<file path="config.mk">
export PLATFORM = sky130hd
export DESIGN_NAME = rssi_peak_brightness_controller
export DESIGN_NICKNAME = d
export VERILOG_FILES = /design/src/rtl/rspb_pkg.sv /design/src/rtl/rspb_cell.sv /design/src/rtl/rspb_divider.sv /design/src/rtl/rssi_peak_brightness_controller.sv
export SDC_FILE = /design/constraint.sdc
export NUM_CORES = 2
export LEC_CHECK = 0
export BUFFER_PORTS_ARGS = -buffer_cell sky130_fd_sc_hd__buf_2
export CORE_MARGIN = 5
export CORE_UTILIZATION = 35
export DETAILED_ROUTE_END_ITERATION = 10
export GPL_ROUTABILITY_DRIVEN = 0
export PLACE_DENSITY = 0.51
export SYNTH_ARGS = -nofsm -noshare
export SYNTH_HDL_FRONTEND = slang
export SYNTH_HIERARCHICAL = 1
export SYNTH_SLANG_ARGS = --single-unit
</file>
<file path="constraint.sdc">
create_clock -name clk -period 9.1 [get_ports clk]
set_clock_uncertainty 0.1 [all_clocks]
set_input_delay 0.455 -clock clk [delete_from_list [all_inputs] [get_ports clk]]
set_output_delay 0.455 -clock clk [all_outputs]
set_load 0.02 [all_outputs]
</file>
<file path="src/rtl/rspb_pkg.sv">
// shared types and constants for the rssi peak brightness controller
`default_nettype none
package rspb_pkg;
	localparam int HISTORY_DEPTH_DEF = 10;

	localparam int FUNC_W  = 2;
	localparam int RSSI_W  = 8;
	localparam int TIME_W  = 32;
	localparam int MV_W    = 13;
	localparam int DUTY_W  = 16;
	localparam int LEVEL_W = 16;
	localparam int CFG_IDX_W  = 3;
	localparam int CFG_DATA_W = 16;

	localparam int NUM_W   = 34;
	localparam int DEN_W   = 18;
	localparam int QUOT_W  = 16;
	localparam int RECIP_W = 17;

	localparam logic [FUNC_W-1:0] FUNC_PACKET = 2'd0;
	localparam logic [FUNC_W-1:0] FUNC_TICK   = 2'd1;
	localparam logic [FUNC_W-1:0] FUNC_VOLT   = 2'd2;

	localparam logic [CFG_IDX_W-1:0] REG_MAP_MODE   = 3'd0;
	localparam logic [CFG_IDX_W-1:0] REG_TIMEOUT    = 3'd1;
	localparam logic [CFG_IDX_W-1:0] REG_FULL_SCALE = 3'd2;
	localparam logic [CFG_IDX_W-1:0] REG_REDUCE_MV  = 3'd3;
	localparam logic [CFG_IDX_W-1:0] REG_CUTOFF_MV  = 3'd4;

	localparam logic              RST_MAP_MODE   = 1'b1;
	localparam logic [15:0]       RST_TIMEOUT    = 16'd1000;
	localparam logic [DUTY_W-1:0] RST_FULL_SCALE = 16'd65535;
	localparam logic [MV_W-1:0]   RST_REDUCE_MV  = 13'd3500;
	localparam logic [MV_W-1:0]   RST_CUTOFF_MV  = 13'd3200;

	localparam logic signed [RSSI_W-1:0]  LVL_FLOOR    = -8'sd100;
	localparam logic signed [RSSI_W-1:0]  LVL_TOP      = -8'sd40;
	localparam logic signed [LEVEL_W-1:0] LVL_Q8_FLOOR = -16'sd25600;

	localparam logic [DUTY_W-1:0] DUTY_MIN = 16'd2;
	localparam logic [21:0]       FADE_NUM = 22'd51;
	localparam logic [21:0]       FADE_RND = 22'd255;
	localparam logic [DEN_W-1:0]  LIN_DEN  = 18'd60;
	localparam logic [NUM_W-1:0]  LIN_RND  = 34'd30;
	localparam logic [DEN_W-1:0]  CUBE_DEN = 18'd216000;
	localparam logic [NUM_W-1:0]  CUBE_RND = 34'd108000;

	// floor(2^shift / den) for each mapping divisor
	localparam logic [RECIP_W-1:0] LIN_RECIP  = 17'd69905;
	localparam int                 LIN_SHIFT  = 22;
	localparam logic [RECIP_W-1:0] CUBE_RECIP = 17'd79536;
	localparam int                 CUBE_SHIFT = 34;

	typedef enum logic [3:0] {
		ST_IDLE,
		ST_PEAK,
		ST_UPD,
		ST_MUL1,
		ST_MUL2,
		ST_MUL3,
		ST_DSTART,
		ST_DWAIT,
		ST_FIN
	} state_t;
endpackage
`default_nettype wire

</file>
<file path="src/rtl/rspb_cell.sv">
// one history cell: holds an rssi entry and forwards the running peak
`default_nettype none
module rspb_cell (
	input  wire logic                                 clk,
	input  wire logic                                 arst_n,
	input  wire logic                                 shift_en,
	input  wire logic signed [rspb_pkg::RSSI_W-1:0]   data_in,
	input  wire logic signed [rspb_pkg::RSSI_W-1:0]   max_in,
	output logic signed [rspb_pkg::RSSI_W-1:0]        data_out,
	output logic signed [rspb_pkg::RSSI_W-1:0]        max_out
);
	logic signed [rspb_pkg::RSSI_W-1:0] val_q;
	logic signed [rspb_pkg::RSSI_W-1:0] max_q;

	always_ff @(posedge clk or negedge arst_n) begin
		if (!arst_n) begin
			val_q <= rspb_pkg::LVL_FLOOR;
			max_q <= rspb_pkg::LVL_FLOOR;
		end else begin
			if (shift_en) begin
				val_q <= data_in;
			end
			max_q <= (val_q > max_in) ? val_q : max_in;
		end
	end

	assign data_out = val_q;
	assign max_out  = max_q;
endmodule
`default_nettype wire

</file>
<file path="src/rtl/rspb_divider.sv">
// division of the mapping numerator by its constant through reciprocal multiplication
`default_nettype none
module rspb_divider (
	input  wire logic                              clk,
	input  wire logic                              arst_n,
	input  wire logic                              start,
	input  wire logic                              cube,
	input  wire logic [rspb_pkg::NUM_W-1:0]        num,
	output logic                                   done,
	output logic [rspb_pkg::QUOT_W-1:0]            quot
);
	localparam int PROD_W = rspb_pkg::NUM_W + rspb_pkg::RECIP_W;

	logic                          vld_s1;
	logic                          vld_s2;
	logic                          vld_s3;
	logic                          done_q;
	logic [PROD_W-1:0]             prod_s1;
	logic [rspb_pkg::QUOT_W-1:0]   qest_s2;
	logic [rspb_pkg::QUOT_W-1:0]   qest_s3;
	logic [rspb_pkg::NUM_W-1:0]    rem_s3;
	logic [rspb_pkg::QUOT_W-1:0]   quot_q;
	logic [rspb_pkg::DEN_W-1:0]    den;
	logic [rspb_pkg::RECIP_W-1:0]  recip;

	assign den   = cube ? rspb_pkg::CUBE_DEN : rspb_pkg::LIN_DEN;
	assign recip = cube ? rspb_pkg::CUBE_RECIP : rspb_pkg::LIN_RECIP;

	always_ff @(posedge clk or negedge arst_n) begin
		if (!arst_n) begin
			vld_s1 <= 1'b0;
			vld_s2 <= 1'b0;
			vld_s3 <= 1'b0;
			done_q <= 1'b0;
		end else begin
			vld_s1 <= start;
			vld_s2 <= vld_s1;
			vld_s3 <= vld_s2;
			done_q <= vld_s3;
		end
	end

	// estimate is low by at most one, the remainder compare fixes it
	always_ff @(posedge clk) begin
		prod_s1 <= {{rspb_pkg::RECIP_W{1'b0}}, num} * {{rspb_pkg::NUM_W{1'b0}}, recip};
		qest_s2 <= cube ? prod_s1[rspb_pkg::CUBE_SHIFT +: rspb_pkg::QUOT_W]
		                : prod_s1[rspb_pkg::LIN_SHIFT +: rspb_pkg::QUOT_W];
		qest_s3 <= qest_s2;
		rem_s3  <= num - ({{rspb_pkg::DEN_W{1'b0}}, qest_s2} * {{rspb_pkg::QUOT_W{1'b0}}, den});
		if (vld_s3) begin
			quot_q <= qest_s3 + {{(rspb_pkg::QUOT_W-1){1'b0}},
			                     (rem_s3 >= {{rspb_pkg::QUOT_W{1'b0}}, den})};
		end
	end

	assign done = done_q;
	assign quot = quot_q;
endmodule
`default_nettype wire

</file>
<file path="src/rtl/rssi_peak_brightness_controller.sv">
// top level: history cell row, level smoothing, duty mapping and supply handling
// packet items shift the history row and record their timestamp, with no result; tick and voltage items
// run through the peak wave over the cell row, the update, the multiply states and the
// 4-stage divide to a valid result; the next item is taken once that result is loaded
// reset is asynchronous: history cells read -100, control, state and configuration registers take their reset values
// no clearing pass is needed; an item is accepted in the first cycle after reset
`default_nettype none
module rssi_peak_brightness_controller #(
	parameter int HISTORY_DEPTH = rspb_pkg::HISTORY_DEPTH_DEF
) (
	input  wire logic                                   clk,
	input  wire logic                                   arst_n,
	input  wire logic                                   in_valid,
	output logic                                        in_stall,
	input  wire logic [rspb_pkg::FUNC_W-1:0]            func,
	input  wire logic signed [rspb_pkg::RSSI_W-1:0]     rssi_dbm,
	input  wire logic [rspb_pkg::TIME_W-1:0]            timestamp_ms,
	input  wire logic [rspb_pkg::MV_W-1:0]              vin_mv,
	output logic                                        out_valid,
	input  wire logic                                   out_stall,
	output logic [rspb_pkg::DUTY_W-1:0]                 duty,
	output logic                                        override_active,
	output logic                                        reduced_power,
	output logic signed [rspb_pkg::RSSI_W-1:0]          peak_rssi,
	output logic signed [rspb_pkg::RSSI_W-1:0]          level_dbm,
	input  wire logic                                   cfg_we,
	input  wire logic [rspb_pkg::CFG_IDX_W-1:0]         cfg_index,
	input  wire logic [rspb_pkg::CFG_DATA_W-1:0]        cfg_data
);
	localparam int CNT_W = $clog2(HISTORY_DEPTH + 1);

	rspb_pkg::state_t state_q, state_d;

	// configuration
	logic                            map_mode_q;
	logic [15:0]                     timeout_q;
	logic [rspb_pkg::DUTY_W-1:0]     full_scale_q;
	logic [rspb_pkg::MV_W-1:0]       reduce_mv_q;
	logic [rspb_pkg::MV_W-1:0]       cutoff_mv_q;

	// state
	logic [rspb_pkg::TIME_W-1:0]     last_pkt_q;
	logic signed [rspb_pkg::LEVEL_W-1:0] level_q;
	logic [rspb_pkg::DUTY_W-1:0]     max_duty_q;
	logic                            override_q;

	// item in flight
	logic [rspb_pkg::FUNC_W-1:0]     func_q;
	logic [rspb_pkg::TIME_W-1:0]     ts_q;
	logic [rspb_pkg::MV_W-1:0]       vin_q;
	logic [CNT_W-1:0]                cnt_q;
	logic signed [rspb_pkg::RSSI_W-1:0] peak_q;
	logic [5:0]                      n_q;
	logic [rspb_pkg::DUTY_W-1:0]     span_q;
	logic [11:0]                     nsq_q;
	logic [17:0]                     ncube_q;
	logic [rspb_pkg::NUM_W-1:0]      num_q;

	// output register
	logic                            out_valid_q;
	logic [rspb_pkg::DUTY_W-1:0]     duty_q;
	logic                            override_out_q;
	logic                            reduced_q;
	logic signed [rspb_pkg::RSSI_W-1:0] peak_out_q;
	logic signed [rspb_pkg::RSSI_W-1:0] level_out_q;

	logic in_acc;
	logic out_free;
	logic out_load;
	logic shift_en;
	logic div_start;
	logic div_done;
	logic [rspb_pkg::QUOT_W-1:0] div_quot;

	logic signed [rspb_pkg::RSSI_W-1:0] data_w [0:HISTORY_DEPTH];
	logic signed [rspb_pkg::RSSI_W-1:0] max_w  [0:HISTORY_DEPTH];

	assign data_w[0] = rssi_dbm;
	assign max_w[0]  = rspb_pkg::LVL_FLOOR;

	for (genvar i = 0; i < HISTORY_DEPTH; i++) begin : g_cell
		rspb_cell u_cell (
			.clk      (clk),
			.arst_n   (arst_n),
			.shift_en (shift_en),
			.data_in  (data_w[i]),
			.max_in   (max_w[i]),
			.data_out (data_w[i+1]),
			.max_out  (max_w[i+1])
		);
	end

	// level update arithmetic
	logic signed [17:0] diff;
	logic [16:0]        mag;
	logic [16:0]        half;
	logic signed [17:0] lvl_recent;
	logic signed [16:0] fade_d;
	logic [21:0]        fade_prod;
	logic [21:0]        fade_sum;
	logic signed [17:0] lvl_fade;
	logic               recent;
	logic [rspb_pkg::TIME_W-1:0] gap;

	always_comb begin
		gap = ts_q - last_pkt_q;
		recent = (gap <= {16'd0, timeout_q});
		diff = $signed({{2{peak_q[7]}}, peak_q, 8'd0}) - $signed({{2{level_q[15]}}, level_q});
		mag = diff[17] ? 17'(-diff) : diff[16:0];
		half = (mag + 17'd1) >> 1;
		lvl_recent = diff[17] ? ($signed({{2{level_q[15]}}, level_q}) - $signed({1'b0, half}))
		                      : ($signed({{2{level_q[15]}}, level_q}) + $signed({1'b0, half}));
		fade_d = $signed({level_q[15], level_q}) - $signed({rspb_pkg::LVL_Q8_FLOOR[15],
		                                                     rspb_pkg::LVL_Q8_FLOOR});
		fade_prod = {6'd0, fade_d[15:0]} * rspb_pkg::FADE_NUM;
		fade_sum = fade_prod + rspb_pkg::FADE_RND;
		lvl_fade = $signed({{2{level_q[15]}}, level_q}) - $signed({4'd0, fade_sum[21:8]});
	end

	// level to duty index
	logic                                frac_nz;
	logic signed [rspb_pkg::RSSI_W-1:0]  lvl_whole;
	logic signed [rspb_pkg::RSSI_W-1:0]  lvl_clamp;
	logic signed [rspb_pkg::RSSI_W-1:0]  lvl_off;
	logic [rspb_pkg::DUTY_W-1:0]         span_d;

	always_comb begin
		frac_nz = level_q[15] && (level_q[7:0] != 8'd0);
		lvl_whole = $signed(level_q[15:8]) + $signed({7'd0, frac_nz});
		if (lvl_whole < rspb_pkg::LVL_FLOOR) begin
			lvl_clamp = rspb_pkg::LVL_FLOOR;
		end else if (lvl_whole > rspb_pkg::LVL_TOP) begin
			lvl_clamp = rspb_pkg::LVL_TOP;
		end else begin
			lvl_clamp = lvl_whole;
		end
		lvl_off = lvl_clamp - rspb_pkg::LVL_FLOOR;
		span_d = (max_duty_q > rspb_pkg::DUTY_MIN) ? (max_duty_q - rspb_pkg::DUTY_MIN) : max_duty_q;
	end

	// final duty
	logic [rspb_pkg::DUTY_W:0]   pwm;
	logic [rspb_pkg::DUTY_W-1:0] duty_res;

	always_comb begin
		pwm = {1'b0, div_quot} + {1'b0, rspb_pkg::DUTY_MIN};
		if (override_q) begin
			duty_res = rspb_pkg::DUTY_MIN;
		end else if (pwm > {1'b0, max_duty_q}) begin
			duty_res = max_duty_q;
		end else begin
			duty_res = pwm[rspb_pkg::DUTY_W-1:0];
		end
	end

	rspb_divider u_div (
		.clk    (clk),
		.arst_n (arst_n),
		.start  (div_start),
		.cube   (map_mode_q),
		.num    (num_q),
		.done   (div_done),
		.quot   (div_quot)
	);

	// sequencer next state
	always_comb begin
		state_d = state_q;
		unique case (state_q)
			rspb_pkg::ST_IDLE: begin
				if (in_acc && (func == rspb_pkg::FUNC_TICK || func == rspb_pkg::FUNC_VOLT)) begin
					state_d = rspb_pkg::ST_PEAK;
				end
			end
			rspb_pkg::ST_PEAK: begin
				if (cnt_q == '0) begin
					state_d = rspb_pkg::ST_UPD;
				end
			end
			rspb_pkg::ST_UPD:    state_d = rspb_pkg::ST_MUL1;
			rspb_pkg::ST_MUL1:   state_d = rspb_pkg::ST_MUL2;
			rspb_pkg::ST_MUL2:   state_d = rspb_pkg::ST_MUL3;
			rspb_pkg::ST_MUL3:   state_d = rspb_pkg::ST_DSTART;
			rspb_pkg::ST_DSTART: state_d = rspb_pkg::ST_DWAIT;
			rspb_pkg::ST_DWAIT: begin
				if (div_done) begin
					state_d = rspb_pkg::ST_FIN;
				end
			end
			rspb_pkg::ST_FIN: begin
				if (out_free) begin
					state_d = rspb_pkg::ST_IDLE;
				end
			end
			default: state_d = rspb_pkg::ST_IDLE;
		endcase
	end

	// sequencer outputs
	always_comb begin
		in_stall  = (state_q != rspb_pkg::ST_IDLE);
		out_free  = !out_valid_q || !out_stall;
		in_acc    = in_valid && (state_q == rspb_pkg::ST_IDLE);
		shift_en  = in_acc && (func == rspb_pkg::FUNC_PACKET);
		div_start = (state_q == rspb_pkg::ST_DSTART);
		out_load  = (state_q == rspb_pkg::ST_FIN) && out_free;
	end

	always_ff @(posedge clk or negedge arst_n) begin
		if (!arst_n) begin
			state_q <= rspb_pkg::ST_IDLE;
		end else begin
			state_q <= state_d;
		end
	end

	// configuration port
	always_ff @(posedge clk or negedge arst_n) begin
		if (!arst_n) begin
			map_mode_q   <= rspb_pkg::RST_MAP_MODE;
			timeout_q    <= rspb_pkg::RST_TIMEOUT;
			full_scale_q <= rspb_pkg::RST_FULL_SCALE;
			reduce_mv_q  <= rspb_pkg::RST_REDUCE_MV;
			cutoff_mv_q  <= rspb_pkg::RST_CUTOFF_MV;
		end else if (cfg_we) begin
			unique case (cfg_index)
				rspb_pkg::REG_MAP_MODE:   map_mode_q   <= cfg_data[0];
				rspb_pkg::REG_TIMEOUT:    timeout_q    <= cfg_data;
				rspb_pkg::REG_FULL_SCALE: full_scale_q <= cfg_data;
				rspb_pkg::REG_REDUCE_MV:  reduce_mv_q  <= cfg_data[rspb_pkg::MV_W-1:0];
				rspb_pkg::REG_CUTOFF_MV:  cutoff_mv_q  <= cfg_data[rspb_pkg::MV_W-1:0];
				default: ;
			endcase
		end
	end

	// controller state
	always_ff @(posedge clk or negedge arst_n) begin
		if (!arst_n) begin
			last_pkt_q <= '0;
			level_q    <= rspb_pkg::LVL_Q8_FLOOR;
			max_duty_q <= rspb_pkg::RST_FULL_SCALE;
			override_q <= 1'b0;
			cnt_q      <= '0;
		end else begin
			if (shift_en) begin
				last_pkt_q <= timestamp_ms;
			end
			if (in_acc) begin
				cnt_q <= CNT_W'(HISTORY_DEPTH);
			end else if (state_q == rspb_pkg::ST_PEAK && cnt_q != '0) begin
				cnt_q <= cnt_q - CNT_W'(1);
			end
			if (state_q == rspb_pkg::ST_UPD) begin
				if (func_q == rspb_pkg::FUNC_TICK) begin
					if (recent) begin
						level_q <= lvl_recent[rspb_pkg::LEVEL_W-1:0];
					end else if (fade_d > 17'sd0) begin
						level_q <= lvl_fade[rspb_pkg::LEVEL_W-1:0];
					end
				end else begin
					if (!override_q) begin
						if (vin_q < reduce_mv_q && max_duty_q == full_scale_q) begin
							max_duty_q <= full_scale_q >> 1;
						end else if (vin_q >= reduce_mv_q && max_duty_q != full_scale_q) begin
							max_duty_q <= full_scale_q;
						end
					end
					override_q <= (vin_q < cutoff_mv_q);
				end
			end
		end
	end

	// item payload and mapping datapath
	always_ff @(posedge clk) begin
		if (in_acc) begin
			func_q <= func;
			ts_q   <= timestamp_ms;
			vin_q  <= vin_mv;
		end
		if (state_q == rspb_pkg::ST_PEAK) begin
			peak_q <= max_w[HISTORY_DEPTH];
		end
		if (state_q == rspb_pkg::ST_MUL1) begin
			n_q    <= lvl_off[5:0];
			span_q <= span_d;
			nsq_q  <= {6'd0, lvl_off[5:0]} * {6'd0, lvl_off[5:0]};
		end
		if (state_q == rspb_pkg::ST_MUL2) begin
			ncube_q <= map_mode_q ? ({6'd0, nsq_q} * {12'd0, n_q}) : {12'd0, n_q};
		end
		if (state_q == rspb_pkg::ST_MUL3) begin
			num_q <= ({16'd0, ncube_q} * {18'd0, span_q})
			         + (map_mode_q ? rspb_pkg::CUBE_RND : rspb_pkg::LIN_RND);
		end
	end

	// output register
	always_ff @(posedge clk or negedge arst_n) begin
		if (!arst_n) begin
			out_valid_q <= 1'b0;
		end else if (out_load) begin
			out_valid_q <= 1'b1;
		end else if (!out_stall) begin
			out_valid_q <= 1'b0;
		end
	end

	always_ff @(posedge clk) begin
		if (out_load) begin
			duty_q         <= duty_res;
			override_out_q <= override_q;
			reduced_q      <= (max_duty_q != full_scale_q);
			peak_out_q     <= peak_q;
			level_out_q    <= lvl_whole;
		end
	end

	assign out_valid       = out_valid_q;
	assign duty            = duty_q;
	assign override_active = override_out_q;
	assign reduced_power   = reduced_q;
	assign peak_rssi       = peak_out_q;
	assign level_dbm       = level_out_q;
endmodule
`default_nettype wire

</file>
==> summary by stage <==
Synth
Among all cell types in the netlist, the one instantiated most often is sky130_fd_sc_hd__inv_1. The number of synthesized register bits is 580. Of the synthesized area, sequential elements account for 0.247. Summed over all instances, the cell type with the most area after synthesis is sky130_fd_sc_hd__fa_1.

The post-synthesis compound-gate area fraction is 0.0841. After synthesis, the largest family of logic cells by area is adder cells. After synthesis, the share of cell area in mux cells is 0.0474. For this run, asynchronously set or reset flops after synthesis account for 0.512. Each instance of the synthesized netlist takes up on average 9.98 sq um. After synthesis the cells add up to 61500 sq um. Of the total synthesized cell area, the portion taken by full adders, half adders and majority gates is 0.392. The cell count after synthesis came out at 6157. By count the netlist is led by sky130_fd_sc_hd__inv_1 (1278), sky130_fd_sc_hd__ha_1 (827), sky130_fd_sc_hd__fa_1 (687). The simple-gate portion of the synthesized area is 0.102. Counting distinct cell types in the post-synthesis netlist gives 106. The count of flip-flops with a built-in enable after synthesis is 189. Of the total synthesized cell area, the portion taken by XOR and XNOR cells is 0.0414.

The number of warnings printed during yosys synthesis is 6. After synthesis, the cell types taking the most area are sky130_fd_sc_hd__fa_1 (22%), sky130_fd_sc_hd__ha_1 (17%), sky130_fd_sc_hd__edfxtp_1 (9.2%), sky130_fd_sc_hd__inv_1 (7.8%), sky130_fd_sc_hd__dfrtp_1 (6.7%). The share of synthesized area in the top cell type comes to 0.224. The most used flip-flop cell after synthesis is sky130_fd_sc_hd__edfxtp_1.

Clocking
At the later pin of the worst-skew pair, clock insertion delay measures 0.70 ns. The maximum clock insertion buffer count is 3. The clock tree root driver cell is sky130_fd_sc_hd__clkbuf_16. The clock drives 580 sinks. The TritonCTS buffer count is 75. In this run the number of H-tree levels came out at 3.

After clock tree synthesis, the clock-pin slew on the worst setup and hold paths is 0.06 ns. TritonCTS built the clock tree.

STA
The clock period minus worst slack is 8.31 ns. Setup repair after global routing left no endpoint under its margin. The count of final hold-check violations is 0. Dividing the final minimum period by the clock period gives 0.913.

The final-report max-slew violation count came to 0. The final count of negative-setup-slack endpoints is 0. For this run, the top clock speed supported by timing is 120 MHz. The worst-case setup margin in the final layout is 0.790 ns. The summed negative setup slack over all endpoints is 0 ns. For the pin with the worst max-slew slack, the measured transition is 1.09 ns.

The max-slew headroom at the worst pin is 0.270.

Critical path
STA classifies the critical path endpoint as a flip-flop. Grouping stages by cell kind, the critical path spends the most delay in compound AO/OA/AOI/OAI gates. The critical path is of the reg2reg type. The element type at the critical path start is a flip-flop. For this design, the slowest cell found on the critical path is sky130_fd_sc_hd__or4_1. Counting cells, the worst reg-to-reg path comes to 40. The cell repeated most along the worst path is sky130_fd_sc_hd__o21ai_0. In this run the worst path has a maximum fanout of 7. The number of stages on the worst setup path is 40.

For the worst setup path, the data required time is 9.61 ns. STA puts the critical path data arrival time at 8.82 ns. The highest cell delay on the worst timing path is 0.41 ns.

The combined buffer and inverter count along the critical path is 2.

Global route
The total congestion overflow after global routing is 0. The global router's overall resource usage is 0.163. Entering global routing, the biggest net connects 109 pins. The via count of the first global-routing pass is 43400.

The first global-routing pass estimated 241000 um of wire. The initial antenna violation count is 2.

Cells and area
In the final layout, the share of cells above drive strength 1 is 0.107. The area of the multi-input gates is 41100 sq um. The area growth from synthesis to final layout is 10.7%. The register area is 15200 sq um.

The layout has 17400 filler cells. The total number of nets in the final design is 7933.

Placed design
The placement-stage worst setup slack is 0.672 ns. Buffers placed on the I/O ports in this run total 114. After legalization and detailed placement, the total HPWL measured 122000 um.

Drt
The first detailed-routing pass took 7 iterations. The post-route antenna net violation count is 0. The post-detailed-route wirelength per cell is 17.2 um.

Summing over every cut layer, the via total after detailed routing is 41600. The number of DRC markers in iteration 0 is 1930. The number of remaining DRC errors is 0. For this block, the routed nets add up to 150000 um of wire. Dividing the detail-routed via count by the number of cells gives 4.77.

Min path
The worst min-delay path class is in2reg. The cell depth of the worst min-delay path is 1.

Run
The max-capacitance violation count is 0.

Status
The flow ran to the end, and the final reports show no timing, DRC or antenna violations.

Floorplan
For this design the top-level I/O count stands at 115. The floorplan step defined a die boundary enclosing 184000 sq um. After floorplanning, the core was sized to cover 174000 sq um. The width of the chip is 429 um. The total number of placement rows is 153.

For this configuration, the core starts out at a cell density of 0.353. The floorplan die height is 429 um.
[area by class of cell]
class                   instances  share of cell area
well taps                    2325              0.0428
diodes                          1           0.0000368
inverters                    1279              0.0706
flip-flops and latches        580               0.223
multi-input cells            4184               0.604
clock inverters                45             0.00752
repair buffers                220              0.0229
clock buffers                  94              0.0295
[per-layer routing]
metal | vias to the layer above | part of all wire | global-route usage
met3 | 165 | 0.026 | 0.0173
met2 | 498 | 0.50 | 0.286
met4 | 0 | 0.026 | 0.0450
li1 | 20200 | - | -
met5 | - | 0 | 0
met1 | 20700 | 0.45 | 0.212
[registers in the layout (all words and copies together) (netlist names), 18 cells and up]
signal                  flops
num_q                      34
u_div/prod_s1              28
ts_q                       32
g_cell.u_cell/max_out      80
ncube_q                    18
g_cell.u_cell/data_out     80
u_div/rem_s3               34
last_pkt_q                 32
[layout by cell type, fill, tap and decap left out, types with 75 or more instances in the layout]
| cell type | instances |
|---|---|
| sky130_fd_sc_hd__and2_1 | 158 |
| sky130_fd_sc_hd__edfxtp_1 | 189 |
| sky130_fd_sc_hd__clkbuf_16 | 75 |
| sky130_fd_sc_hd__o21ai_0 | 203 |
| sky130_fd_sc_hd__ha_1 | 827 |
| sky130_fd_sc_hd__xnor2_1 | 208 |
| sky130_fd_sc_hd__buf_2 | 113 |
| sky130_fd_sc_hd__inv_1 | 1276 |
| sky130_fd_sc_hd__dfstp_2 | 132 |
| sky130_fd_sc_hd__mux2_2 | 204 |
| sky130_fd_sc_hd__xor2_1 | 81 |
| sky130_fd_sc_hd__nor2_1 | 275 |
| sky130_fd_sc_hd__fa_1 | 687 |
| sky130_fd_sc_hd__dfxtp_1 | 94 |
| sky130_fd_sc_hd__nand2_1 | 514 |
| sky130_fd_sc_hd__dfrtp_1 | 164 |
| sky130_fd_sc_hd__a21oi_1 | 213 |
| sky130_fd_sc_hd__a21o_1 | 99 |
[what timing repair did]
item | CTS | global route
buffers inserted | 0 | 0
resized for setup | 0 | 3
hold buffers | 74 | 0
setup endpoints to repair | 0 | 1
endpoints found under the hold margin | 194 | 0
[stage by stage]
stage,hold slack [ns],std cells,utilization,cell area [sq um]
after global placement,0.235,8514,0.372,64800
final,0.0412,8728,0.391,68000
after global routing,0.0132,8728,0.391,68000
after detailed placement,0.236,8514,0.372,64800
after floorplan,0.0594,6173,-,61500
after CTS,0.000730,8727,0.391,68000
[logic make-up (layout without fill, tap and decap cells)]
logic type,after synthesis,after routing
AO/OA/AOI/OAI,788,788
buffers and inverters,1409,1638
multiplexers,265,265
XOR/XNOR,290,290
flip-flops,580,580
adder cells (fa/ha/maj),1514,1514
other,3,20
AND/OR/NAND/NOR,1308,1308
[worst paths after layout]
path | slack, ns | startpoint | end
min in group asynchronous | 0.29 | arst_n | level_q[2]
max | 0.79 | last_pkt_q[1] | level_q[15]
min reg2reg | 0.25 | u_div/vld_s2 | u_div/vld_s3
min | 0.04 | timestamp_ms[26] | ts_q[26]
max reg2reg | 0.79 | last_pkt_q[1] | level_q[15]
max in group asynchronous | 6.41 | arst_n | g_cell[4].u_cell/max_out[5]
Power is not shown: default switching activity piles up to over one toggle a cycle in this logic, so the estimate is an artifact.
